## config.mk

```make
export PLATFORM = sky130hd
export DESIGN_NAME = cinc_fifo
export DESIGN_NICKNAME = d
export VERILOG_FILES = /design/src/rtl/core/cinc_pkg.sv /design/src/rtl/core/cinc_fifo.sv
export SDC_FILE = /design/constraint.sdc
export NUM_CORES = 1
export LEC_CHECK = 0
export ABC_CLOCK_PERIOD_IN_PS = 2700
export BUFFER_PORTS_ARGS = -buffer_cell sky130_fd_sc_hd__buf_2
export CAP_MARGIN = 10
export CORE_ASPECT_RATIO = 1.2
export CORE_MARGIN = 2
export CORE_UTILIZATION = 39
export DETAILED_ROUTE_END_ITERATION = 12
export GPL_ROUTABILITY_DRIVEN = 0
export PLACE_DENSITY = 0.69
export SLEW_MARGIN = 20
export SYNTH_ARGS = -nofsm -noshare
export SYNTH_HDL_FRONTEND = slang
export SYNTH_SLANG_ARGS = --single-unit
```

## constraint.sdc

```tcl
create_clock -name clock -period 2.7 [get_ports clock]
set_clock_uncertainty 0.15 [all_clocks]
set_input_delay 0.135 -clock clock [delete_from_list [all_inputs] [get_ports clock]]
set_output_delay 0.135 -clock clock [all_outputs]
set_load 0.02 [all_outputs]
```

## src/rtl/core/cinc_pkg.sv

```systemverilog
// Shared types, field widths and register codes of the cell index and neighbour cell unit.
package cinc_pkg;

   localparam int POS_W       = 32;
   localparam int CELL_W      = 15;
   localparam int CPA_W       = 6;
   localparam int CSR_INDEX_W = 2;
   localparam int CSR_DATA_W  = 32;

   // Register indexes on the configuration port
   localparam logic [CSR_INDEX_W-1:0] CSR_CELLS_PER_AXIS    = 2'd0;
   localparam logic [CSR_INDEX_W-1:0] CSR_BOX_CORNER        = 2'd1;
   localparam logic [CSR_INDEX_W-1:0] CSR_INVERSE_CELL_SIZE = 2'd2;

   // Command codes
   localparam logic CMD_LOCATE    = 1'b0;
   localparam logic CMD_NEIGHBORS = 1'b1;

   localparam logic [POS_W-1:0] INV_CELL_SIZE_RST = 32'h0001_0000;

   typedef struct packed {
      logic                    command;
      logic signed [POS_W-1:0] pos_x;
      logic signed [POS_W-1:0] pos_y;
      logic signed [POS_W-1:0] pos_z;
      logic [CELL_W-1:0]       query_cell;
   } req_type;

   typedef struct packed {
      logic [CELL_W-1:0] cell_number;
      logic              final_item;
      logic              clamped;
   } rsp_type;

   // Classified transaction as it waits between front and back end
   typedef struct packed {
      logic                  nbr;
      logic [2:0]            neg;
      logic [2:0][POS_W-1:0] mag;
      logic [CELL_W-1:0]     query;
   } entry_type;

endpackage

```

## src/rtl/core/cinc_fifo.sv

```systemverilog
// Small synchronous FIFO used as the command queue and as the result buffer.
module cinc_fifo
   import cinc_pkg::*;
#(
   parameter int DATA_W = 8,
   parameter int DEPTH  = 2   // power of two
)
(
   input  logic              clock,
   input  logic              reset,
   input  logic              push_valid,
   output logic              push_ready,
   input  logic [DATA_W-1:0] push_data,
   output logic              pop_valid,
   input  logic              pop_ready,
   output logic [DATA_W-1:0] pop_data
);

   localparam int PTR_W = (DEPTH > 1) ? $clog2(DEPTH) : 1;
   localparam int CNT_W = $clog2(DEPTH + 1);

   logic [DATA_W-1:0] mem_ff [DEPTH];
   logic [PTR_W-1:0]  wr_ptr_ff, wr_ptr_in;
   logic [PTR_W-1:0]  rd_ptr_ff, rd_ptr_in;
   logic [CNT_W-1:0]  count_ff, count_in;
   logic              push, pop;

   assign push_ready = (count_ff != CNT_W'(DEPTH));
   assign pop_valid  = (count_ff != '0);
   assign pop_data   = mem_ff[rd_ptr_ff];
   assign push       = push_valid && push_ready;
   assign pop        = pop_valid && pop_ready;

   always_comb begin
      wr_ptr_in = push ? PTR_W'(wr_ptr_ff + 1'b1) : wr_ptr_ff;
      rd_ptr_in = pop  ? PTR_W'(rd_ptr_ff + 1'b1) : rd_ptr_ff;
      count_in  = CNT_W'(count_ff + CNT_W'(push) - CNT_W'(pop));
   end

   always_ff @(posedge clock) begin
      if (reset) begin
         wr_ptr_ff <= '0;
         rd_ptr_ff <= '0;
         count_ff  <= '0;
      end else begin
         wr_ptr_ff <= wr_ptr_in;
         rd_ptr_ff <= rd_ptr_in;
         count_ff  <= count_in;
      end
   end

   always_ff @(posedge clock) begin
      if (push) begin
         mem_ff[wr_ptr_ff] <= push_data;
      end
   end

endmodule

```

==> impl_metrics.toml <==
[global_route]
grt_pass1_vias = 496
grt.overflow.total = 0
grt_pass1_wl_um = 2080
grt_start_max_net_pins = 12
grt.total_usage_pct = 12.3
antenna_found_initial = 0

[logic_synthesis]
syn-num-nets = 65
netlist_top_cells_count = "16 x edfxtp_1, 8 x mux2_2, 5 x dfxtp_1, 3 x nor2_1"
ys_warn_count = 0
synth_cell_types = 22
synth-edff-count = 16
synth_flop_cell = "edfxtp_1"
ys_ff_latch = 21
syn_inst = 52
yosysMostFrequentCell = "edfxtp_1"
synth_top_area_cell = "edfxtp_1"
yosys-top-cells-area = "edfxtp_1 57%, dfxtp_1 12%, mux2_2 11%"
yosysSeqAreaShare_pct = 69.0
async_reset_ff_share_pct = 0
synth_top_area_share_pct = 57.1
synth.avg_cell_area_sq_um = 16.2
syn_area_sq_um = 841

[setup_path]
startpoint_type = "flop"
endpoint_kind = "flop"
cp.required_ps = 2730
cpPeakStageDelay_ps = 380
path_class = "flop to flop"
crit_chain = "nand2b_2, a21oi_1, a311oi_1, ha_1, nor4_1, nor3_2"
cp_data_arrival_time_ps = 1820
critPathBufInv = 0
cp_slowest_cell = "nor4_1"
path_delay_family = "simple AND/OR/NAND/NOR gates"
crit_fanout = 7

[detailed_routing]
drt_iter0_drc = 8
first_pass_iters = 4
post-route-drc-count = 0
drt_wl_total_um = 1350
drt-wirelength-per-cell_um = 11.7
vias_per_cell = 4.70
vias = 540
antenna_left = 0

[clock_network]
postCtsHoldBufs = 9
cts_resized = 0
cts_tree = "done"
clkLatencyLatePin_ps = 290
post-cts-setup-buffers = 0
cts_root_buf = "clkbuf_4"
cts.sinks = 21
h-tree-depth = 1
clockBufferDepth = 2
clkTransAtPathRegs_ps = 100
cts_made_buffers = 3

[sta]
maxSlewHeadroom_pct = 75.6
slew_violations = 0
period_minus_slack_ps = 1780
post-route-period-util_pct = 66.0
max_freq_mhz = 561
hold_slack_ps = 60.6
rsz0062_at_grt = "no"
fin_tns_setup_ps = 0
worst_pin_slew_ps = 362
setup_viol = 0
finalHoldViolations = 0

[die]
fp-row-count = 18
io_pins = 22
die_area_sq_um = 2540
core_area_sq_um = 2050
die_w_um = 46.4
initial_utilization_pct = 41.0
dieHeight_um = 54.9

[power]
totalPowerFinal_uw = 787
power.share.combinational_pct = 28.2
switching_share_pct = 29.4
p_per_area_nw_per_um2 = 719
power_frac_seq_pct = 53.9
p_sw_uw = 232
leakagePower_nw = 0.420
peakVddDrop_uv = 343
internal-power_uw = 556
clkPwrFrac_pct = 18.0

[layout]
final_core_util_pct = 53.4
antenna_cells = 0
syn2layout_area_growth_pct = 30.2
fillers = 188
layout.nets = 99
multi_input_area_sq_um = 251
finalInstanceArea_sq_um = 1090
regArea_sq_um = 581
drive_above_1_share_pct = 44.7

[place]
io_buffers = 21
hpwl_um = 905
placed_cell_area_sq_um = 978

[run_status]
outcome = "finished clean"

[worst_hold_path]
hp-class = "input port to flop"

[run]
drv_cap = 0
-- tightest hold or removal path: cells and delay by family --
family / cells / cell delay (ps)
compound gates: 1 / 70
buf+inv: 1 / 150
simple gates: 1 / 110
-- cell type report --
type / instances / share of cell area, %
Sequential cell: 21 / 53.0
Multi-Input combinational cell: 29 / 23.0
Timing Repair Buffer: 30 / 17.8
Tap cell: 30 / 3.43
Clock buffer: 4 / 2.40
Inverter: 1 / 0.343
-- power groups by stage --
stage	Sequential (mW)	Clock [mW]	Combinational, mW
after floorplan	0.415	0	0.166
after global placement	0.430	0	0.208
after detailed placement	0.433	0	0.213
after CTS	0.426	0.145	0.223
after global routing	0.431	0.159	0.241
final	0.424	0.141	0.222
-- final timing paths --
kind | depth (start not counted) | endpoint | slack, ps | start
max | 6 | count_ff[1]$_SDFF_PP0_ | 920 | count_ff[0]$_SDFF_PP0_
min | 3 | wr_ptr_ff$_SDFFE_PP0P_ | 60 | push_valid
max reg2reg | 6 | count_ff[1]$_SDFF_PP0_ | 920 | count_ff[0]$_SDFF_PP0_
min reg2reg | 2 | rd_ptr_ff$_SDFFE_PP0P_ | 370 | rd_ptr_ff$_SDFFE_PP0P_
-- metal layers --
| layer | vias to the layer above | share of wire (%) | GRT usage [%] |
|---|---|---|---|
| li1 | 263 | - | - |
| met1 | 255 | 43 | 13.3 |
| met2 | 20 | 50 | 21.3 |
| met3 | 2 | 5.2 | 2.97 |
| met4 | 0 | 1.3 | 7.14 |
| met5 | - | 0 | 0 |
-- logic make-up (layout without fill, tap and decap cells) --
logic type      Yosys count  after routing  share of synthesized area, %
compound gates            6              6                          5.06
xor+xnor                  1              1                          1.04
fa+ha+maj                 1              1                          1.49
buf+inv                   2             35                          1.04
flops                    21             21                          69.0
mux                       8              8                          10.7
simple gates             13             13                          11.6
-- flip-flops by register name, summed over array words and instances (netlist names), named ones only --
| signal | cells |
|---|---|
| wr_ptr_ff | 1 |
| rd_ptr_ff | 1 |
| count_ff | 2 |
| mem_ff | 16 |
-- through the flow --
step / setup slack (ps) / std cells
2_1_floorplan: 1010 / 52
3_3_place_gp: 1060 / 102
3_5_place_dp: 937 / 102
4_1_cts: 916 / 115
5_1_grt: 764 / 115
6_report: 919 / 115
-- cells in the final DEF (no fill, tap or decap), drive strengths merged, types with 2 or more instances in the layout --
| master | instances |
|---|---|
| buf | 21 |
| edfxtp | 16 |
| dlygate4sd3 | 9 |
| mux2 | 8 |
| dfxtp | 5 |
| clkbuf | 4 |
| nor2 | 3 |
| a21oi | 2 |
| nor2b | 2 |
| and3 | 2 |
(Power assumes the default switching activity.)
