[config.mk]
export PLATFORM = sky130hd
export DESIGN_NAME = cinc_neighbor
export DESIGN_NICKNAME = d
export VERILOG_FILES = /design/src/rtl/core/cinc_pkg.sv /design/src/rtl/core/cinc_neighbor.sv
export SDC_FILE = /design/constraint.sdc
export NUM_CORES = 1
export LEC_CHECK = 0
export BUFFER_PORTS_ARGS = -buffer_cell sky130_fd_sc_hd__buf_2
export CAP_MARGIN = 20
export CORE_AREA = 2 2 230 141
export CTS_CLUSTER_DIAMETER = 150
export DETAILED_ROUTE_END_ITERATION = 12
export DIE_AREA = 0 0 232 143
export GPL_TIMING_DRIVEN = 1
export HOLD_SLACK_MARGIN = 0.05
export PLACE_DENSITY_LB_ADDON = 0.05
export SLEW_MARGIN = 40
export SYNTH_ARGS = -nofsm -noshare
export SYNTH_HDL_FRONTEND = slang
export SYNTH_SLANG_ARGS = --single-unit
[constraint.sdc]
create_clock -name clock -period 6.1 [get_ports clock]
set_input_delay 1.22 -clock clock [delete_from_list [all_inputs] [get_ports clock]]
set_output_delay 1.22 -clock clock [all_outputs]
set_load 0.02 [all_outputs]
[src/rtl/core/cinc_pkg.sv]
// Shared types, field widths and register codes of the cell index and neighbour cell unit.
package cinc_pkg;

   localparam int POS_W       = 32;
   localparam int CELL_W      = 15;
   localparam int CPA_W       = 6;
   localparam int CSR_INDEX_W = 2;
   localparam int CSR_DATA_W  = 32;

   // Register indexes on the configuration port
   localparam logic [CSR_INDEX_W-1:0] CSR_CELLS_PER_AXIS    = 2'd0;
   localparam logic [CSR_INDEX_W-1:0] CSR_BOX_CORNER        = 2'd1;
   localparam logic [CSR_INDEX_W-1:0] CSR_INVERSE_CELL_SIZE = 2'd2;

   // Command codes
   localparam logic CMD_LOCATE    = 1'b0;
   localparam logic CMD_NEIGHBORS = 1'b1;

   localparam logic [POS_W-1:0] INV_CELL_SIZE_RST = 32'h0001_0000;

   typedef struct packed {
      logic                    command;
      logic signed [POS_W-1:0] pos_x;
      logic signed [POS_W-1:0] pos_y;
      logic signed [POS_W-1:0] pos_z;
      logic [CELL_W-1:0]       query_cell;
   } req_type;

   typedef struct packed {
      logic [CELL_W-1:0] cell_number;
      logic              final_item;
      logic              clamped;
   } rsp_type;

   // Classified transaction as it waits between front and back end
   typedef struct packed {
      logic                  nbr;
      logic [2:0]            neg;
      logic [2:0][POS_W-1:0] mag;
      logic [CELL_W-1:0]     query;
   } entry_type;

endpackage

[src/rtl/core/cinc_neighbor.sv]
// Neighbour sequencer: clamps a cell index, splits it by bit-serial division and walks the 27 cells.
module cinc_neighbor
   import cinc_pkg::*;
#(
   parameter int CW = 5
)
(
   input  logic              clock,
   input  logic              reset,
   input  logic              en,
   input  logic              start,
   input  logic [CELL_W-1:0] query,
   input  logic [CW:0]       n,
   input  logic [2*CW:0]     nsq,
   input  logic [3*CW:0]     ncube,
   output logic              idle,
   output logic              out_valid,
   output rsp_type           out_rsp
);

   localparam int CNT_W = $clog2(2*CW);
   localparam int CMP_W = (CELL_W > 3*CW+1) ? CELL_W : 3*CW+1;

   localparam logic [2:0] S_IDLE  = 3'd0;
   localparam logic [2:0] S_CLAMP = 3'd1;
   localparam logic [2:0] S_DIV1  = 3'd2;
   localparam logic [2:0] S_DIV2  = 3'd3;
   localparam logic [2:0] S_PREP  = 3'd4;
   localparam logic [2:0] S_EMIT  = 3'd5;

   localparam logic [1:0] OFS_LAST = 2'd2;

   logic [2:0]             state_ff, state_in;
   logic [CELL_W-1:0]      q_ff, q_in;
   logic                   flag_ff, flag_in;
   logic [CW-1:0]          rem_ff, rem_in;
   logic [2*CW-1:0]        shift_ff, shift_in;
   logic [CNT_W-1:0]       cnt_ff, cnt_in;
   logic [CW-1:0]          x_ff, x_in;
   logic [CW-1:0]          y_ff, y_in;
   logic [2:0][CW-1:0]     xc_ff, xc_in;
   logic [2:0][2*CW-1:0]   yc_ff, yc_in;
   logic [2:0][3*CW-1:0]   zc_ff, zc_in;
   logic [1:0]             dx_ff, dx_in;
   logic [1:0]             dy_ff, dy_in;
   logic [1:0]             dz_ff, dz_in;

   logic [CW:0]            trial, trial_diff;
   logic                   take;
   logic [CW-1:0]          rem_step;
   logic [2*CW-1:0]        shift_step;
   logic [3*CW-1:0]        qc;
   logic                   over;
   logic                   last;
   logic [3*CW-1:0]        sum;

   // periodic neighbour coordinate for offset d-1
   function automatic logic [CW-1:0] wrap_coord(input logic [CW-1:0] c, input logic [1:0] d,
                                                input logic [CW:0] cnt);
      logic [CW-1:0] r;
      unique case (d)
         2'd0:    r = (c == '0) ? CW'(cnt - 1'b1) : CW'(c - 1'b1);
         2'd2:    r = (c == CW'(cnt - 1'b1)) ? '0 : CW'(c + 1'b1);
         default: r = c;
      endcase
      return r;
   endfunction

   always_comb begin
      // one restoring division step by n
      trial      = {rem_ff, shift_ff[2*CW-1]};
      take       = (trial >= n);
      trial_diff = trial - n;
      rem_step   = take ? trial_diff[CW-1:0] : trial[CW-1:0];
      shift_step = {shift_ff[2*CW-2:0], take};

      over = (CMP_W'(q_ff) >= CMP_W'(ncube));
      qc   = over ? (3*CW)'(ncube - 1'b1) : (3*CW)'(q_ff);

      last = (dx_ff == OFS_LAST) && (dy_ff == OFS_LAST) && (dz_ff == OFS_LAST);
      sum  = (3*CW)'(xc_ff[dx_ff]) + (3*CW)'(yc_ff[dy_ff]) + zc_ff[dz_ff];

      state_in = state_ff;
      q_in     = q_ff;
      flag_in  = flag_ff;
      rem_in   = rem_ff;
      shift_in = shift_ff;
      cnt_in   = cnt_ff;
      x_in     = x_ff;
      y_in     = y_ff;
      xc_in    = xc_ff;
      yc_in    = yc_ff;
      zc_in    = zc_ff;
      dx_in    = dx_ff;
      dy_in    = dy_ff;
      dz_in    = dz_ff;

      unique case (state_ff)
         S_IDLE: begin
            if (start) begin
               q_in     = query;
               state_in = S_CLAMP;
            end
         end
         S_CLAMP: begin
            flag_in  = over;
            rem_in   = qc[3*CW-1:2*CW];
            shift_in = qc[2*CW-1:0];
            cnt_in   = '0;
            state_in = S_DIV1;
         end
         S_DIV1: begin
            rem_in   = rem_step;
            shift_in = shift_step;
            cnt_in   = CNT_W'(cnt_ff + 1'b1);
            if (cnt_ff == CNT_W'(2*CW-1)) begin
               // remainder is x; quotient y + n*z goes round again
               x_in     = rem_step;
               rem_in   = shift_step[2*CW-1:CW];
               shift_in = {shift_step[CW-1:0], {CW{1'b0}}};
               cnt_in   = '0;
               state_in = S_DIV2;
            end
         end
         S_DIV2: begin
            rem_in   = rem_step;
            shift_in = shift_step;
            cnt_in   = CNT_W'(cnt_ff + 1'b1);
            if (cnt_ff == CNT_W'(CW-1)) begin
               y_in     = rem_step;
               state_in = S_PREP;
            end
         end
         S_PREP: begin
            // z sits in the low bits of the quotient
            for (int d = 0; d < 3; d++) begin
               xc_in[d] = wrap_coord(x_ff, 2'(d), n);
               yc_in[d] = (2*CW)'(n) * (2*CW)'(wrap_coord(y_ff, 2'(d), n));
               zc_in[d] = (3*CW)'(nsq) * (3*CW)'(wrap_coord(shift_ff[CW-1:0], 2'(d), n));
            end
            dx_in    = '0;
            dy_in    = '0;
            dz_in    = '0;
            state_in = S_EMIT;
         end
         S_EMIT: begin
            if (en) begin
               if (dx_ff == OFS_LAST) begin
                  dx_in = '0;
                  if (dy_ff == OFS_LAST) begin
                     dy_in = '0;
                     dz_in = 2'(dz_ff + 1'b1);
                  end else begin
                     dy_in = 2'(dy_ff + 1'b1);
                  end
               end else begin
                  dx_in = 2'(dx_ff + 1'b1);
               end
               if (last) begin
                  state_in = S_IDLE;
               end
            end
         end
         default: begin
            state_in = S_IDLE;
         end
      endcase
   end

   always_ff @(posedge clock) begin
      if (reset) begin
         state_ff <= S_IDLE;
      end else begin
         state_ff <= state_in;
      end
   end

   always_ff @(posedge clock) begin
      q_ff     <= q_in;
      flag_ff  <= flag_in;
      rem_ff   <= rem_in;
      shift_ff <= shift_in;
      cnt_ff   <= cnt_in;
      x_ff     <= x_in;
      y_ff     <= y_in;
      xc_ff    <= xc_in;
      yc_ff    <= yc_in;
      zc_ff    <= zc_in;
      dx_ff    <= dx_in;
      dy_ff    <= dy_in;
      dz_ff    <= dz_in;
   end

   assign idle                = (state_ff == S_IDLE);
   assign out_valid           = (state_ff == S_EMIT);
   assign out_rsp.cell_number = CELL_W'(sum);
   assign out_rsp.final_item  = last;
   assign out_rsp.clamped     = flag_ff;

endmodule

==> run_results.csv <==
group,metric,value,unit
sta,drv_slew,0,
logic_synthesis,netlist_area,15300,um^2
sta,whs,0.569,ns
logic_synthesis,ys_top_cells_by_count,"nand2_1, inv_1, ha_1",
sta,hold_violations,0,
clocking,cts_root_buf,"clkbuf_16",
global_route,grt_pass1_wl,58800,um
critical_path,reg2reg_slack,0.91,ns
global_route,overflow,0,
detailed_routing,ant_nets,0,
critical_path,crit_arrival,5.79,ns
sta,rsz0062_at_grt,"no",
clocking,postCtsHoldBufs,0,
sta,fin_crit_sh,0.919,
die,dieArea,33200,um^2
logic_synthesis,synth_cell_types,64,
logic_synthesis,synth-edff-count,141,
die,io_pins,71,
placement,io_buffers,70,
critical_path,critPathKind,"primary input to flop",
global_route,grt_antenna_before_repair,0,
critical_path,r2r_cells,16,
logic_synthesis,yosysWarningCount,0,
run,maxCapViolCount,0,
critical_path,r2r_start,"y_ff[1]$_DFFE_PP_",
sta,setup_violations,0,
clocking,cts_made_buffers,17,
sta,fin_worst_skew,0.0119,ns
logic_synthesis,ys_seq_elements,144,
worst_hold_path,whs_path_depth,1,
sta,relSlewSlack,0.475,
sta,fmax,178,MHz
clocking,htreeDepth,4,
worst_hold_path,hold_path.class,"flop to flop",
critical_path,timing.rr.end,"yc_ff[9]$_DFFE_PP_",
critical_path,critPathRequiredTime,6.29,ns
worst_hold_path,min_from,"state_ff[1]$_SDFFE_PP0P_",
sta,fin_setup_tns,0,ns
global_route,grt_pass1_vias,10500,
logic_synthesis,synth_cells,1606,
global_route,track_usage,0.233,
pwr,p_leak,7.91,nW
detailed_routing,via_count,11000,
logic_synthesis,ys_async_sr_fraction,0,
logic_synthesis,synth_largest_area_cell,"edfxtp_1",
logic_synthesis,yosysSeqAreaShare,0.280,
detailed_routing,wl_per_cell,17.3,um
die,initial_utilization,0.495,
detailed_routing,drt_iter0_drc,622,
clocking,postCtsSetupRepairBufs,0,
detailed_routing,drt-pass1-iter-count,5,
worst_hold_path,hold_end,"state_ff[1]$_SDFFE_PP0P_",
logic_synthesis,ys_top_cells_by_area,"edfxtp_1, fa_1, ha_1, xnor2_1, nand2_1",
clocking,cts_tree,"yes",
logic_synthesis,syn_nets,1950,
clocking,cts.sinks,144,
detailed_routing,vias_per_cell,5.21,
placement,place_congestion,0.843,
global_route,grt_max_degree,70,
logic_synthesis,yosysTopAreaCellShare,0.276,
detailed_routing,drc,0,
clocking,path_clk_slew,0.06,ns
critical_path,critPathLaunchType,"primary input",
placement,dp_hpwl,29600,um
die,die_x,232,um
critical_path,critPathMaxFanout,6,
critical_path,end_kind,"flop",
outcome,status,"complete, no violations",
die,rows,50,
sta,worst_pin_slew,0.767,ns
sta,period_minus_slack,5.61,ns
clocking,clock_latency,0.44,ns
pwr,power.density,462,nW/um^2
logic_synthesis,avgSynthCellArea,9.55,um^2
clocking,cts-resized-gates,0,
layout,num_antenna_cells,0,
die,die_h,143,um
detailed_routing,drt_wl_total,36600,um
logic_synthesis,ys.flop_type,"edfxtp_1",
layout,drive_above_1_share,0.100,
die,core,31000,um^2
pwr,total_power,7.82,mW
pwr,ir_worst_vdd,0.307,mV
clocking,clockBufferDepth,2,
layout,synthToLayoutAreaGrowth,10.3,%
layout,fin_nets,2025,
logic_synthesis,yosysMostFrequentCell,"nand2_1",
## layout make-up
class	instances	area, um^2
fillers	2815	14000
multi-input cells	1197	10000
flip-flops and latches	144	4290
repair buffers	125	767
inverters	196	736
well taps	416	520
clock buffers	18	429
clock inverters	14	130
## registers in the layout, summed over array words and instances (netlist names)
register,cells
dy_ff,2
yc_ff,30
shift_ff,10
rem_ff,5
q_ff,15
cnt_ff,4
y_ff,5
dz_ff,2
zc_ff,45
x_ff,5
xc_ff,15
flag_ff,1
state_ff,3
dx_ff,2
## worst max path at each step
stage               start                   to  slack, ns  cells after the start
global placement     n[0]  zc_ff[44]$_DFFE_PP_       0.08                     21
global route         n[0]  zc_ff[12]$_DFFE_PP_       0.17                     19
detailed placement   n[0]  zc_ff[44]$_DFFE_PP_       0.03                     21
finish               n[1]  zc_ff[44]$_DFFE_PP_       0.49                     23
floorplan            n[1]  zc_ff[44]$_DFFE_PP_       0.09                     20
CTS                  n[0]  zc_ff[44]$_DFFE_PP_       0.51                     21
## cells in the final DEF (no fill, tap or decap), drive strengths merged, types with 6 or more instances in the layout
| cell type | count |
|---|---|
| mux2i | 49 |
| a21oi | 60 |
| nor3 | 46 |
| and2 | 115 |
| o31ai | 6 |
| o21ai | 60 |
| o21bai | 8 |
| nand2b | 6 |
| buf | 125 |
| fa | 118 |
| and3 | 9 |
| a21o | 15 |
| ha | 174 |
| nor2b | 19 |
| edfxtp | 141 |
| nor2 | 86 |
| nand2 | 197 |
| o21a | 12 |
| a31oi | 10 |
| xor2 | 32 |
| inv | 200 |
| clkbuf | 18 |
| nand3 | 22 |
| xnor2 | 87 |
## cell families after synthesis
kind of cell | synth area share
AND/OR/NAND/NOR | 0.163
adder cells (fa/ha/maj) | 0.296
buffers and inverters | 0.0670
AO/OA/AOI/OAI | 0.0851
flip-flops | 0.280
XOR/XNOR | 0.0768
multiplexers | 0.0327
## per-stage QoR
step	instances	utilization	area (um^2)	setup WS (ns)
after detailed placement	2078	0.528	16400	0.0323
after global placement	2078	0.528	16300	0.0797
after global routing	2110	0.546	16900	0.175
after CTS	2110	0.546	16900	0.509
final	2110	0.546	16900	0.494
after floorplan	1606	-	15300	0.0894
## report_power, final
| group | internal [mW] | switching [mW] |
|---|---|---|
| Clock | 0.566 | 0.450 |
| Combinational | 2.27 | 2.98 |
| Sequential | 1.48 | 0.0711 |
## routing by layer
metal | vias to the layer above | track usage | part of all wire
met4 | 0 | 0.0479 | 0.0070
li1 | 5506 | - | -
met1 | 5237 | 0.395 | 0.57
met2 | 238 | 0.300 | 0.37
met5 | - | 0 | 0
met3 | 17 | 0.0363 | 0.057
## critical path: stages
cell and delay [ns]:
buf_2 0.12, inv_1 0.07, ha_1 0.20, nor3b_4 0.24, xnor3_1 0.26, and3_1 0.23
nor2_1 0.13, buf_4 0.15, buf_4 0.13, nand2_1 0.08, fa_1 0.53, inv_1 0.06
fa_1 0.52, inv_1 0.05, fa_1 0.52, inv_1 0.04, ha_1 0.34, a21o_1 0.19
a21oi_1 0.19, nand2_1 0.07, a31oi_1 0.18, o21ai_0 0.14, xnor2_1 0.14
Note: power is estimated with default switching activity, not from simulation.
