$ cat config.mk
export PLATFORM = sky130hd
export DESIGN_NAME = cinc_front
export DESIGN_NICKNAME = d
export VERILOG_FILES = /design/src/rtl/core/cinc_pkg.sv /design/src/rtl/core/cinc_front.sv
export SDC_FILE = /design/constraint.sdc
export NUM_CORES = 1
export LEC_CHECK = 0
export BUFFER_PORTS_ARGS = -buffer_cell sky130_fd_sc_hd__buf_2
export CORE_MARGIN = 2
export CORE_UTILIZATION = 40
export CTS_BUF_LIST = sky130_fd_sc_hd__clkbuf_4
export DETAILED_ROUTE_END_ITERATION = 10
export PLACE_DENSITY = 0.65
export SYNTH_ARGS = -nofsm -noshare
export SYNTH_HDL_FRONTEND = slang
export SYNTH_SLANG_ARGS = --single-unit
$ cat constraint.sdc
create_clock -name clock -period 5.11 [get_ports clock]
set_input_delay 0.511 -clock clock [delete_from_list [all_inputs] [get_ports clock]]
set_output_delay 0.511 -clock clock [all_outputs]
set_load 0.05 [all_outputs]
$ cat src/rtl/core/cinc_pkg.sv
// Shared types, field widths and register codes of the cell index and neighbour cell unit.
package cinc_pkg;

   localparam int POS_W       = 32;
   localparam int CELL_W      = 15;
   localparam int CPA_W       = 6;
   localparam int CSR_INDEX_W = 2;
   localparam int CSR_DATA_W  = 32;

   // Register indexes on the configuration port
   localparam logic [CSR_INDEX_W-1:0] CSR_CELLS_PER_AXIS    = 2'd0;
   localparam logic [CSR_INDEX_W-1:0] CSR_BOX_CORNER        = 2'd1;
   localparam logic [CSR_INDEX_W-1:0] CSR_INVERSE_CELL_SIZE = 2'd2;

   // Command codes
   localparam logic CMD_LOCATE    = 1'b0;
   localparam logic CMD_NEIGHBORS = 1'b1;

   localparam logic [POS_W-1:0] INV_CELL_SIZE_RST = 32'h0001_0000;

   typedef struct packed {
      logic                    command;
      logic signed [POS_W-1:0] pos_x;
      logic signed [POS_W-1:0] pos_y;
      logic signed [POS_W-1:0] pos_z;
      logic [CELL_W-1:0]       query_cell;
   } req_type;

   typedef struct packed {
      logic [CELL_W-1:0] cell_number;
      logic              final_item;
      logic              clamped;
   } rsp_type;

   // Classified transaction as it waits between front and back end
   typedef struct packed {
      logic                  nbr;
      logic [2:0]            neg;
      logic [2:0][POS_W-1:0] mag;
      logic [CELL_W-1:0]     query;
   } entry_type;

endpackage

$ cat src/rtl/core/cinc_front.sv
// Front end: accepts requests, classifies them and forms the offset from the box corner.
module cinc_front
   import cinc_pkg::*;
(
   input  logic                    clock,
   input  logic                    reset,
   input  logic                    req_valid,
   output logic                    req_ready,
   input  req_type                 req_payload,
   input  logic signed [POS_W-1:0] box_corner,
   output logic                    push_valid,
   input  logic                    push_ready,
   output entry_type               push_entry
);

   logic                    valid_ff, valid_in;
   entry_type               entry_ff, entry_in;
   logic signed [POS_W-1:0] pos [3];
   logic [POS_W:0]          diff [3];
   logic [POS_W:0]          diff_neg [3];
   logic                    accept;

   assign req_ready  = !valid_ff || push_ready;
   assign accept     = req_valid && req_ready;
   assign push_valid = valid_ff;
   assign push_entry = entry_ff;

   always_comb begin
      pos[0] = req_payload.pos_x;
      pos[1] = req_payload.pos_y;
      pos[2] = req_payload.pos_z;
      entry_in.nbr   = (req_payload.command == CMD_NEIGHBORS);
      entry_in.query = req_payload.query_cell;
      for (int a = 0; a < 3; a++) begin
         // exact 33-bit difference, then sign and magnitude
         diff[a]     = {pos[a][POS_W-1], pos[a]} - {box_corner[POS_W-1], box_corner};
         diff_neg[a] = (POS_W+1)'(0) - diff[a];
         entry_in.neg[a] = diff[a][POS_W];
         entry_in.mag[a] = diff[a][POS_W] ? diff_neg[a][POS_W-1:0] : diff[a][POS_W-1:0];
      end
      valid_in = accept || (valid_ff && !push_ready);
   end

   always_ff @(posedge clock) begin
      if (reset) begin
         valid_ff <= 1'b0;
      end else begin
         valid_ff <= valid_in;
      end
   end

   always_ff @(posedge clock) begin
      if (accept) begin
         entry_ff <= entry_in;
      end
   end

endmodule

==> impl_table.tex, run 1 <==
\begin{tabular}{lr}
\hline
Metric & Value \\
\hline
\multicolumn{2}{l}{\textbf{Status}} \\
Result of the run & finished, final reports clean \\
\multicolumn{2}{l}{\textbf{Global routing}} \\
Grt met1 use & 30.7\% \\
Number of global-route vias before repair & 10,500 \\
Global-route wire length before repair & between 50,000 and 60,000 um \\
Global routing met3 resource utilization & 3.14\% \\
Initial antenna violation count & 2 \\
Largest net degree at the start of global routing & 50 \\
Met2 track demand over resource in global routing & 42.1\% \\
Overall global routing resource usage & 24.7\% \\
Final global-route overflow total & 0 \\
Busiest metal layer after global routing & met2 \\
\multicolumn{2}{l}{\textbf{Timing}} \\
Setup-failing EPs final & 0 \\
Worst max-slew margin expressed relative to the limit & 36.5\% \\
Slew at the pin closest to its max-slew limit & between 900 and 1000 ps \\
Fin crit share & between 80\% and 90\% \\
Maximum frequency from static timing analysis & 242 MHz \\
Final Critical Period & 4140 ps \\
Final Worst Setup Slack & 970 ps \\
Final count of pins violating max slew & 0 \\
Clk\_skew & 18.9 ps \\
Unrepaired setup endpoints after global routing & no \\
Final number of hold-violating endpoints & 0 \\
Total negative setup slack & 0 ps \\
\multicolumn{2}{l}{\textbf{Logic synthesis}} \\
Combined area of all synthesized cells & $\sim$12,000 sq um \\
Library cell with the largest summed area after synthesis & sky130\_fd\_sc\_hd\_\_edfxtp\_1 \\
Flip-flop and latch count after synthesis & approximately 120 \\
Primary FF master, synth & sky130\_fd\_sc\_hd\_\_edfxtp\_1 \\
Area share of the largest cell type after synthesis & 29.9\% \\
Fraction of the mapped netlist area in compound gates & 22.7\% \\
Post-synthesis mux area share & less than 1\% \\
Netlist cell types & 87 \\
Mapped Nets & $\sim$1,600 \\
Count of mapped cells out of synthesis & roughly 1,300 \\
Area fraction in and, or, nand and nor cells after synthesis & between 15 and 20\% \\
Async set-reset flop share out of synthesis & 0\% \\
Adder-Cell Fraction of Synth Area & between 10\% and 20\% \\
Number of warning messages in the yosys log & 0 \\
Dominant combinational cell family by area after synthesis & compound AO/OA/AOI/OAI gates \\
Mean instance size in the synthesized netlist & 8.58 sq um \\
Number of enable-type register cells in the synthesized netlist & 115 \\
Most area-consuming cells after synthesis & sky130\_fd\_sc\_hd\_\_edfxtp\_1 (30\%), sky130\_fd\_sc\_hd\_\_ha\_1 (11\%), sky130\_fd\_sc\_hd\_\_xnor2\_1 (7.5\%), sky130\_fd\_sc\_hd\_\_a21oi\_1 (4.6\%), sky130\_fd\_sc\_hd\_\_xor2\_1 (4.0\%) \\
Sequential element share of the synthesized area & 30.1\% \\
Xor and xnor area share after synthesis & 11.5\% \\
\multicolumn{2}{l}{\textbf{Placed design}} \\
Final GP Congestion & 0.928 \\
Pre-CTS setup slack & approximately 420 ps \\
HPWL reported at the end of detailed placement & 31,500 um \\
Port Buffers & 264 \\
\multicolumn{2}{l}{\textbf{Clocking}} \\
Number of hold buffers added after cts & 0 \\
Reg clk slew, reported paths & roughly 110 ps \\
CTS Buffer Depth & 2 \\
Number of setup buffers added after CTS & 0 \\
CTS tree & yes \\
Count of clock tree sinks & between 100 and 150 \\
Number of H-tree levels & 4 \\
Post-CTS Resized & 0 \\
Total CTS buffers & 17 \\
Clock root buffer & sky130\_fd\_sc\_hd\_\_clkbuf\_4 \\
Clock latency of the later-clocked register in the worst-skew pair & approximately 580 ps \\
\multicolumn{2}{l}{\textbf{Setup path}} \\
Worst Path Required & 5430 ps \\
Logic depth of the worst path, buffers included & 14 \\
Reg2Reg Depth & 3 \\
Largest stage delay, worst path & 470 ps \\
Cells traversed along the worst timing path & buf\_2 > ha\_1 > fa\_1 > nor2b\_4 > o311ai\_2 > a21o\_1 > o311ai\_1 > xnor2\_1 > o211ai\_1 > or3\_1 > or3\_1 > o41a\_1 > a311o\_1 > xor2\_1 \\
Cell at the slowest stage of the critical path & sky130\_fd\_sc\_hd\_\_o311ai\_1 \\
Most numerous cell on the critical path & sky130\_fd\_sc\_hd\_\_or3\_1 \\
Buffers and inverters on the worst path & 1 \\
Endpoint type of the worst setup path & register \\
Type of the worst setup path & primary input to register \\
Crit path DAT & between 4000 and 5000 ps \\
CP max FO & 5 \\
Gate family responsible for the most delay along the worst path & compound AO/OA/AOI/OAI gates \\
Worst Setup Start Kind & primary input \\
\multicolumn{2}{l}{\textbf{Power}} \\
Switching power of the nets & between 1500 and 2000 uW \\
Switching share of total power & a little under half \\
Internal power summed over all cells & 2320 uW \\
Peak supply drop & 0.000158 V \\
Register share of total power & 31.1\% \\
Part of the total power dissipated in the clock network & 17.7\% \\
PwrDens & between 300 and 400 nW/um\^{}2 \\
Leakage power figure & 0.00576 uW \\
Comb pwr share & 51.2\% \\
Total power of the final layout & around 4200 uW \\
\multicolumn{2}{l}{\textbf{Die}} \\
Initial core utilization & around two fifths \\
Area of the placeable core & 28,500 sq um \\
Vertical die dimension & 174 um \\
Number of placement rows & 62 \\
Chip Width & roughly 170 um \\
Die Area & 30,200 sq um \\
Io pins & between 200 and 300 \\
\multicolumn{2}{l}{\textbf{Worst hold path}} \\
Hold Path Depth & 2 \\
Worst min-delay path class & primary input to register \\
\multicolumn{2}{l}{\textbf{Routing}} \\
DRC & 0 \\
Post-route antenna net violation count & 0 \\
Detailed router's first-iteration violation count & 989 \\
Wire per inst & 19.1 um \\
DR vias/cell & 5.62 \\
Detailed-router iteration count before antenna repair & 5 \\
Total wire length & 38,100 um \\
Vias after detailed routing & 11,200 \\
\multicolumn{2}{l}{\textbf{Cells and area}} \\
Commonest cells after routing, fill and taps aside & sky130\_fd\_sc\_hd\_\_buf\_2 (264), sky130\_fd\_sc\_hd\_\_edfxtp\_1 (115), sky130\_fd\_sc\_hd\_\_nor2\_1 (110), sky130\_fd\_sc\_hd\_\_a21oi\_1 (107), sky130\_fd\_sc\_hd\_\_nand2\_1 (100) \\
Final net count & 1,846 \\
Share of post-route cells with drive strength above 1 & 20.3\% \\
Most common library cell in the layout ignoring fill and taps & sky130\_fd\_sc\_hd\_\_buf\_2 \\
Area delta synth->final & 17.5\% \\
Sequential cell area & 3470 sq um \\
Area occupied by multi-input gates & 7600 sq um \\
Layout filler cell count & roughly 2,900 \\
\multicolumn{2}{l}{\textbf{Flow run}} \\
Number of max-cap violations & 0 \\
\hline
\end{tabular}
-- per-stage QoR --
stage / std cells / util (%) / area [sq um] / hold slack, ps
after floorplan: 1345 / - / 11500 / 580
after global placement: 1961 / 46.4 / 13300 / 495
after detailed placement: 1961 / 46.4 / 13300 / 510
after CTS: 1993 / 47.5 / 13600 / 40.4
after global routing: 1995 / 47.5 / 13600 / 60.7
final: 1995 / 47.5 / 13600 / 88.7
-- cells in the mapped netlist, drive strengths merged, types with 6 or more instances --
master	n
o21bai	8
xnor2	99
nand3b	9
a21oi	107
a21o	30
inv	79
or4	6
nor3	42
nor4	8
o21ai	86
xor2	53
a21boi	6
nor3b	7
o21a	16
a31oi	24
a211o	6
nor2	110
a211oi	21
o211ai	20
nand2	100
or3	21
nand4	22
clkbuf	34
nor2b	24
o31ai	10
nand3	33
or2	7
and3	8
buf	9
edfxtp	115
nand2b	18
ha	99
and2	14
-- worst register-to-register path, cell delays in order (launching register included) --
cell and delay, ps:
sky130_fd_sc_hd__dfxtp_1 320, sky130_fd_sc_hd__nand2b_1 100, sky130_fd_sc_hd__and2_4 540, sky130_fd_sc_hd__buf_4 570
-- worst paths after layout --
| check | slack [ps] | endpoint | start |
|---|---|---|---|
| worst min register to register | 530 | push_valid | push_valid |
| worst max-delay path | 970 | push_entry[110] | box_corner[0] |
| worst max register to register | 3220 | push_entry[61] | push_valid |
| worst min-delay path | 90 | push_valid | reset |
-- cell type report --
cell class | count | area share (%)
multi-input combinational | 1106 | 56.0
sequential | 116 | 25.6
timing repair buffer | 275 | 10.3
tap | 384 | 3.54
inverter | 80 | 2.21
clock inverter | 12 | 1.14
clock buffer | 20 | 1.11
antenna | 2 | 0.0369
-- layer usage --
layer | wire [um] | share of wire (%)
met4 | 1710 | 4.5
met2 | 18300 | 48
met1 | 16400 | 43
met3 | 1690 | 4.4
met5 | 0 | 0
-- power groups by stage --
stage / clock network (uW) / registers [uW] / logic (uW)
floorplan: 0 / 1900 / 1080
global placement: 0 / 1340 / 2150
detailed placement: 0 / 1340 / 2160
CTS: 772 / 1320 / 2160
global route: 802 / 1340 / 2340
finish: 753 / 1320 / 2170
-- kinds of logic (layout without fill, tap and decap cells) --
family | Yosys count | after routing
and+or+nand+nor | 446 | 446
AOI/OAI and AO/OA | 400 | 400
xor gates and xnor gates | 152 | 152
buffers and inverters | 123 | 387
DFF | 116 | 116
adders and majority gates | 102 | 102
muxes | 6 | 6
other | 0 | 2
-- state kept, by name, summed over array words and instances, names as in the netlist --
name and flops:
push_valid 1, push_entry 115
Power figures use the tool's default switching activity.
==> run 2: changes to the inputs <==
PLACE_DENSITY = 0.68   (was 0.65)
clock period = 3.35 ns   (was 5.11 ns; I/O delays follow)
==> impl_table.tex, run 2 (same netlist as run 1, synthesis figures left out) <==
\begin{tabular}{lr}
\hline
Metric & Value \\
\hline
\multicolumn{2}{l}{\textbf{Status}} \\
Result of the run & finished, violations left (was finished, final reports clean) \\
Violations in the final reports & negative setup slack \\
\multicolumn{2}{l}{\textbf{Die}} \\
Initial core utilization & 40.4\% (unchanged) \\
Area of the placeable core & 28,500 sq um (unchanged) \\
Number of placement rows & 62 (unchanged) \\
Chip Width & 174 um (unchanged) \\
Die Area & 30,200 sq um (unchanged) \\
Vertical die dimension & 174 um (unchanged) \\
Io pins & 265 (unchanged) \\
\multicolumn{2}{l}{\textbf{Clocking}} \\
Clock root buffer & sky130\_fd\_sc\_hd\_\_clkbuf\_4 (unchanged) \\
Clock latency of the later-clocked register in the worst-skew pair & 590 ps (was 580 ps) \\
Reg clk slew, reported paths & 150 ps (was 110 ps) \\
CTS tree & yes (unchanged) \\
Total CTS buffers & 17 (unchanged) \\
Count of clock tree sinks & 116 (unchanged) \\
Number of H-tree levels & 4 (unchanged) \\
CTS Buffer Depth & 2 (unchanged) \\
\multicolumn{2}{l}{\textbf{Timing}} \\
Final Critical Period & 3510 ps \\
Final Worst Setup Slack & -157 ps (was 970 ps) \\
Setup-failing EPs final & 3 (was 0) \\
Maximum frequency from static timing analysis & 285 MHz \\
Final count of pins violating max slew & 0 (unchanged) \\
Total negative setup slack & -170 ps (was 0 ps) \\
Worst max-slew margin expressed relative to the limit & 53.9\% (was 36.5\%) \\
Final number of hold-violating endpoints & 0 (unchanged) \\
Fin crit share & 105\% \\
Slew at the pin closest to its max-slew limit & 685 ps (was 941 ps) \\
Worst hold margin & 245 ps (was 88.7 ps) \\
Clk\_skew & 20.9 ps (was 18.9 ps) \\
Unrepaired setup endpoints after global routing & yes (was no) \\
\multicolumn{2}{l}{\textbf{Routing}} \\
Wire per inst & 16.4 um (was 19.1 um) \\
DRC & 0 (unchanged) \\
Detailed-router iteration count before antenna repair & 6 (was 5) \\
Total wire length & 40,100 um (was 38,100 um) \\
Detailed router's first-iteration violation count & 757 (was 989) \\
Post-route antenna net violation count & 0 (unchanged) \\
DR vias/cell & 5.25 (was 5.62) \\
Vias after detailed routing & 12,800 (was 11,200) \\
\multicolumn{2}{l}{\textbf{Worst hold path}} \\
Worst min-delay path class & primary input to register (unchanged) \\
\multicolumn{2}{l}{\textbf{Power}} \\
Switching power of the nets & 3220 uW (was 1930 uW) \\
Internal power summed over all cells & 4340 uW (was 2320 uW) \\
PwrDens & 429 nW/um\^{}2 (was 313 nW/um\^{}2) \\
Peak supply drop & 0.000275 V (was 0.000158 V) \\
Switching share of total power & 42.6\% (was 45.4\%) \\
Comb pwr share & 56.2\% (was 51.2\%) \\
Leakage power figure & 0.00811 uW (was 0.00576 uW) \\
Register share of total power & 26.5\% (was 31.1\%) \\
Part of the total power dissipated in the clock network & 17.3\% (was 17.7\%) \\
\multicolumn{2}{l}{\textbf{Cells and area}} \\
Share of post-route cells with drive strength above 1 & 40.0\% (was 20.3\%) \\
Final Non-Filler Cells & 2,440 (was 1,995) \\
Most common library cell in the layout ignoring fill and taps & sky130\_fd\_sc\_hd\_\_buf\_4 (was sky130\_fd\_sc\_hd\_\_buf\_2) \\
Area delta synth->final & 52.6\% (was 17.5\%) \\
Post-layout util & 61.7\% (was 47.5\%) \\
Number of flip-flops in the largest register & 115 (unchanged) \\
Commonest cells after routing, fill and taps aside & sky130\_fd\_sc\_hd\_\_buf\_4 (427), sky130\_fd\_sc\_hd\_\_buf\_2 (260), sky130\_fd\_sc\_hd\_\_edfxtp\_1 (115), sky130\_fd\_sc\_hd\_\_nor2\_1 (108), sky130\_fd\_sc\_hd\_\_a21oi\_1 (104) (was sky130\_fd\_sc\_hd\_\_buf\_2 (264), sky130\_fd\_sc\_hd\_\_edfxtp\_1 (115), sky130\_fd\_sc\_hd\_\_nor2\_1 (110), sky130\_fd\_sc\_hd\_\_a21oi\_1 (107), sky130\_fd\_sc\_hd\_\_nand2\_1 (100)) \\
Final net count & 2,289 (was 1,846) \\
\multicolumn{2}{l}{\textbf{Setup path}} \\
Worst Path Required & 3680 ps (was 5430 ps) \\
CP max FO & 4 (was 5) \\
Type of the worst setup path & primary input to register (unchanged) \\
Crit path DAT & 3840 ps (was 4460 ps) \\
Worst Setup Start Kind & primary input (unchanged) \\
Endpoint type of the worst setup path & register (unchanged) \\
\multicolumn{2}{l}{\textbf{Placed design}} \\
HPWL reported at the end of detailed placement & 33,500 um (was 31,500 um) \\
Port Buffers & 264 (unchanged) \\
Number of cells after detailed placement & 2,372 (was 1,961) \\
Final GP Congestion & 0.989 (was 0.928) \\
\multicolumn{2}{l}{\textbf{Global routing}} \\
Overall global routing resource usage & 26.0\% (was 24.7\%) \\
Global-route wire length before repair & 62,400 um (was 57,800 um) \\
Final global-route overflow total & 0 (unchanged) \\
Largest net degree at the start of global routing & 81 (was 50) \\
Initial antenna violation count & 4 (was 2) \\
Number of global-route vias before repair & 12,500 (was 10,500) \\
\multicolumn{2}{l}{\textbf{Flow run}} \\
Number of max-cap violations & 0 (unchanged) \\
\hline
\end{tabular}
run 2: path summary, 6_finish.rpt:
path / from / endpoint / slack [ps] / depth (start not counted)
setup / recovery: box_corner[0] / push_entry[110] / -160 / 13
setup reg to reg: push_valid / push_entry[5] / 1600 / 3
hold reg to reg: push_valid / push_entry[78] / 980 / 2
hold / removal: req_payload[47] / push_entry[47] / 240 / 4
run 2: cell type report:
cell class / instances / area, sq um
Clock buffer: 17 / 128
Fill cell: 2537 / 10900
Clock inverter: 15 / 221
Multi-Input combinational cell: 1106 / 8120
Timing Repair Buffer: 718 / 4880
Sequential cell: 116 / 3470
Tap cell: 384 / 480
Antenna cell: 4 / 10.0
Inverter: 80 / 314
run 2: layer usage:
layer | part of all wire (%) | vias to the layer above | global-route usage [%]
met5 | 0 | - | 0
met4 | 2.5 | 0 | 8.16
met3 | 5.9 | 50 | 4.25
met2 | 48 | 398 | 44.9
met1 | 44 | 5937 | 33.3
li1 | - | 6426 | -
run 2: critical path, stage by stage:
cell and delay (ps):
sky130_fd_sc_hd__buf_12 110, sky130_fd_sc_hd__ha_4 160, sky130_fd_sc_hd__fa_2 390, sky130_fd_sc_hd__buf_4 170, sky130_fd_sc_hd__xor2_4 140, sky130_fd_sc_hd__nand3_2 90
sky130_fd_sc_hd__or4_4 540, sky130_fd_sc_hd__or3_1 320, sky130_fd_sc_hd__or4b_4 500, sky130_fd_sc_hd__or3_4 350, sky130_fd_sc_hd__o41a_1 310, sky130_fd_sc_hd__a311o_1 280
sky130_fd_sc_hd__xor2_1 140
run 2: timing repair:
action,in CTS,in global routing
pin swaps,7,33
endpoints found under the setup margin,11,62
setup buffers,4,10
hold buffers,18,0
resized for setup,21,44
hold endpoints to repair,17,0
run 2: metrics by stage:
step                      instance area (sq um)  worst slack, ps  power (uW)
final                                     17600             -157        7560
after CTS                                 17300             -167        7520
after detailed placement                  16700             -944        6150
after global placement                    16700             -863        6100
after floorplan                           11800             -533        4600
after global routing                      17600             -244        7970
run 2: power groups by stage:
| stage | logic [uW] | clock network, uW | registers, uW |
|---|---|---|---|
| floorplan | 1710 | 0 | 2900 |
| global placement | 4060 | 0 | 2040 |
| detailed placement | 4110 | 0 | 2040 |
| CTS | 4170 | 1340 | 2010 |
| global route | 4560 | 1380 | 2020 |
| finish | 4250 | 1310 | 2000 |
==> run 3: changes to the inputs <==
CELL_PAD_IN_SITES_DETAIL_PLACEMENT = 1   (was not set)
CELL_PAD_IN_SITES_GLOBAL_PLACEMENT = 1   (was not set)
CORE_UTILIZATION = 38   (was 40)
GPL_TIMING_DRIVEN = 0   (was not set)
PLACE_DENSITY = 0.82   (was 0.68)
==> impl_table.tex, run 3 (same netlist as run 1, synthesis figures left out) <==
\begin{tabular}{lr}
\hline
Metric & Value \\
\hline
\multicolumn{2}{l}{\textbf{Routing}} \\
Total wire length & 45,200 um (was 40,100 um) \\
DR vias/cell & 5.82 (was 5.25) \\
Detailed-router iteration count before antenna repair & 5 (was 6) \\
Post-route antenna net violation count & 0 (unchanged) \\
Wire per inst & 21.3 um (was 16.4 um) \\
Vias after detailed routing & 12,300 (was 12,800) \\
Detailed router's first-iteration violation count & 633 (was 757) \\
DRC & 0 (unchanged) \\
\multicolumn{2}{l}{\textbf{Cells and area}} \\
Number of flip-flops in the largest register & 115 (unchanged) \\
Commonest cells after routing, fill and taps aside & sky130\_fd\_sc\_hd\_\_buf\_2 (263), sky130\_fd\_sc\_hd\_\_edfxtp\_1 (115), sky130\_fd\_sc\_hd\_\_nor2\_1 (106), sky130\_fd\_sc\_hd\_\_nand2\_1 (98) (was sky130\_fd\_sc\_hd\_\_buf\_4 (427), sky130\_fd\_sc\_hd\_\_buf\_2 (260), sky130\_fd\_sc\_hd\_\_edfxtp\_1 (115), sky130\_fd\_sc\_hd\_\_nor2\_1 (108), sky130\_fd\_sc\_hd\_\_a21oi\_1 (104)) \\
Post-route cell area & 15,600 sq um (was 17,600 sq um) \\
Most common library cell in the layout ignoring fill and taps & sky130\_fd\_sc\_hd\_\_buf\_2 (was sky130\_fd\_sc\_hd\_\_buf\_4) \\
Layout filler cell count & 3,573 (was 2,537) \\
Final net count & 1,958 (was 2,289) \\
Post-layout util & 52.3\% (was 61.7\%) \\
Area delta synth->final & 35.0\% (was 52.6\%) \\
Share of post-route cells with drive strength above 1 & 33.2\% (was 40.0\%) \\
\multicolumn{2}{l}{\textbf{Power}} \\
Total power of the final layout & 6940 uW (was 7560 uW) \\
PwrDens & 446 nW/um\^{}2 (was 429 nW/um\^{}2) \\
Peak supply drop & 0.000233 V (was 0.000275 V) \\
Leakage power figure & 0.00651 uW (was 0.00811 uW) \\
\multicolumn{2}{l}{\textbf{Setup path}} \\
Start point of the critical path & box\_corner[0] (unchanged) \\
Worst Setup Start Kind & primary input (unchanged) \\
Endpoint type of the worst setup path & register (unchanged) \\
Largest stage delay, worst path & 430 ps (was 540 ps) \\
Setup crit end & push\_entry[110] (unchanged) \\
Worst Path Required & 3700 ps (was 3680 ps) \\
Crit path DAT & 4030 ps (was 3840 ps) \\
Type of the worst setup path & primary input to register (unchanged) \\
Cells traversed along the worst timing path & buf\_12 > ha\_4 > fa\_2 > nor2b\_4 > o311ai\_4 > a21o\_1 > buf\_6 > a2111o\_1 > o211ai\_1 > o211ai\_1 > or3\_4 > or3\_4 > o41a\_1 > a311o\_1 > xor2\_1 (was buf\_12 > ha\_4 > fa\_2 > buf\_4 > xor2\_4 > nand3\_2 > or4\_4 > or3\_1 > or4b\_4 > or3\_4 > o41a\_1 > a311o\_1 > xor2\_1) \\
Flop-to-flop setup slack & 1560 ps (was 1600 ps) \\
Buffers and inverters on the worst path & 2 (unchanged) \\
CP max FO & 4 (unchanged) \\
Logic depth of the worst path, buffers included & 15 (was 13) \\
Reg2reg start & push\_valid (unchanged) \\
Cell at the slowest stage of the critical path & sky130\_fd\_sc\_hd\_\_or3\_4 (was sky130\_fd\_sc\_hd\_\_or4\_4) \\
Endpoint of the worst register-to-register path & push\_entry[32] (was push\_entry[5]) \\
Reg2Reg Depth & 3 (unchanged) \\
Gate family responsible for the most delay along the worst path & compound AO/OA/AOI/OAI gates (was simple AND/OR/NAND/NOR gates) \\
\multicolumn{2}{l}{\textbf{Placed design}} \\
Port Buffers & 264 (unchanged) \\
HPWL reported at the end of detailed placement & 34,200 um (was 33,500 um) \\
Cell area after placement & 13,700 sq um (was 16,700 sq um) \\
Final GP Congestion & 0.901 (was 0.989) \\
\multicolumn{2}{l}{\textbf{Clocking}} \\
CTS tree & yes (unchanged) \\
Number of H-tree levels & 4 (unchanged) \\
Count of clock tree sinks & 116 (unchanged) \\
Clock latency of the later-clocked register in the worst-skew pair & 620 ps (was 590 ps) \\
CTS Buffer Depth & 2 (unchanged) \\
Reg clk slew, reported paths & 130 ps (was 150 ps) \\
Clock root buffer & sky130\_fd\_sc\_hd\_\_clkbuf\_4 (unchanged) \\
Total CTS buffers & 17 (unchanged) \\
\multicolumn{2}{l}{\textbf{Timing}} \\
Final Worst Setup Slack & -327 ps (was -157 ps) \\
Slew at the pin closest to its max-slew limit & 792 ps (was 685 ps) \\
Unrepaired setup endpoints after global routing & yes (unchanged) \\
Final Critical Period & 3680 ps (was 3510 ps) \\
Maximum frequency from static timing analysis & 272 MHz (was 285 MHz) \\
Clk\_skew & 31.0 ps (was 20.9 ps) \\
Worst max-slew margin expressed relative to the limit & 46.8\% (was 53.9\%) \\
Worst hold margin & 162 ps (was 245 ps) \\
Final number of hold-violating endpoints & 0 (unchanged) \\
Final count of pins violating max slew & 0 (unchanged) \\
Fin crit share & 110\% (was 105\%) \\
Setup-failing EPs final & 12 (was 3) \\
\multicolumn{2}{l}{\textbf{Global routing}} \\
Final global-route overflow total & 0 (unchanged) \\
Initial antenna violation count & 11 (was 4) \\
Number of global-route vias before repair & 12,300 (was 12,500) \\
Overall global routing resource usage & 26.6\% (was 26.0\%) \\
Largest net degree at the start of global routing & 73 (was 81) \\
Global-route wire length before repair & 65,200 um (was 62,400 um) \\
\multicolumn{2}{l}{\textbf{Worst hold path}} \\
Worst min-delay path class & primary input to register (unchanged) \\
\multicolumn{2}{l}{\textbf{Die}} \\
Initial core utilization & 38.7\% (was 40.4\%) \\
Number of placement rows & 63 (was 62) \\
Vertical die dimension & 178 um (was 174 um) \\
Area of the placeable core & 29,800 sq um (was 28,500 sq um) \\
Io pins & 265 (unchanged) \\
Die Area & 31,800 sq um (was 30,200 sq um) \\
Chip Width & 178 um (was 174 um) \\
\multicolumn{2}{l}{\textbf{Flow run}} \\
Number of max-cap violations & 0 (unchanged) \\
\multicolumn{2}{l}{\textbf{Status}} \\
Result of the run & finished, violations left (unchanged) \\
Violations in the final reports & negative setup slack (unchanged) \\
\hline
\end{tabular}
run 3: cell count changes in the layout (fill, tap and decap cells not counted), moves of 6 or more:
cell and delta:
sky130_fd_sc_hd__nor3_1 -6, sky130_fd_sc_hd__a21oi_1 -13, sky130_fd_sc_hd__o21ai_0 -11, sky130_fd_sc_hd__buf_4 -354, sky130_fd_sc_hd__xnor2_2 +6, sky130_fd_sc_hd__inv_1 -7
sky130_fd_sc_hd__ha_1 -18, sky130_fd_sc_hd__o21ai_1 +7, sky130_fd_sc_hd__a21oi_2 +10, sky130_fd_sc_hd__buf_6 +7, sky130_fd_sc_hd__ha_2 +14, sky130_fd_sc_hd__xnor2_1 -6
run 3: area by class of cell:
cell class                      instances  area [sq um]  share of cell area, %
Antenna cell                            9          22.5                  0.145
Buffer                                 24           166                   1.07
Clock buffer                           17           128                  0.819
Clock inverter                         15           149                  0.956
Inverter                               80           329                   2.11
Multi-Input combinational cell       1106          8610                   55.2
Sequential cell                       116          3470                   22.3
Tap cell                              390           488                   3.13
Timing Repair Buffer                  363          2220                   14.2
run 3: how the worst min path moves through the flow:
stage	startpoint	to	slack, ps	cells after the start
2_1_floorplan	reset	push_valid	400	1
3_3_place_gp	push_valid	push_valid	490	2
3_5_place_dp	reset	push_valid	500	2
4_1_cts	box_corner[0]	push_entry[79]	160	3
5_1_grt	box_corner[0]	push_entry[79]	140	3
6_report	box_corner[0]	push_entry[79]	160	3
run 3: report_power, final:
group | leakage (uW) | internal [uW] | switching, uW
sequential | 0.00112 | 1960 | 54.7
clock | 0.000145 | 388 | 700
combinational | 0.00525 | 1300 | 2550
total | 0.00651 | 3640 | 3300
run 3: metrics by stage:
step	cells	worst slack (ps)	TNS [ps]
floorplan	1345	-533	-1070
global placement	1999	-1370	-86160
detailed placement	2000	-1450	-96380
CTS	2059	-215	-593
global route	2116	-430	-3120
finish	2120	-327	-1120
run 3: worst reg2reg max path, delay by kind of cell, from the launching register on:
family,cells,cell delay (ps)
buf+inv,1,380
flops,1,330
simple gates,2,670
run 3: per-layer routing:
metal | track usage, % | routed length (um)
met1 | 32.2 | 18200
met2 | 45.9 | 22400
met3 | 4.22 | 2290
met4 | 12.9 | 2180
met5 | 0 | 56
run 3: repair_timing:
action	in CTS	in global routing
hold endpoints to repair	17	0
cloned	0	0
gates resized for setup	70	157
hold buffers	18	0
setup endpoints to repair	93	80
buffers inserted	19	62
pin swaps	14	78
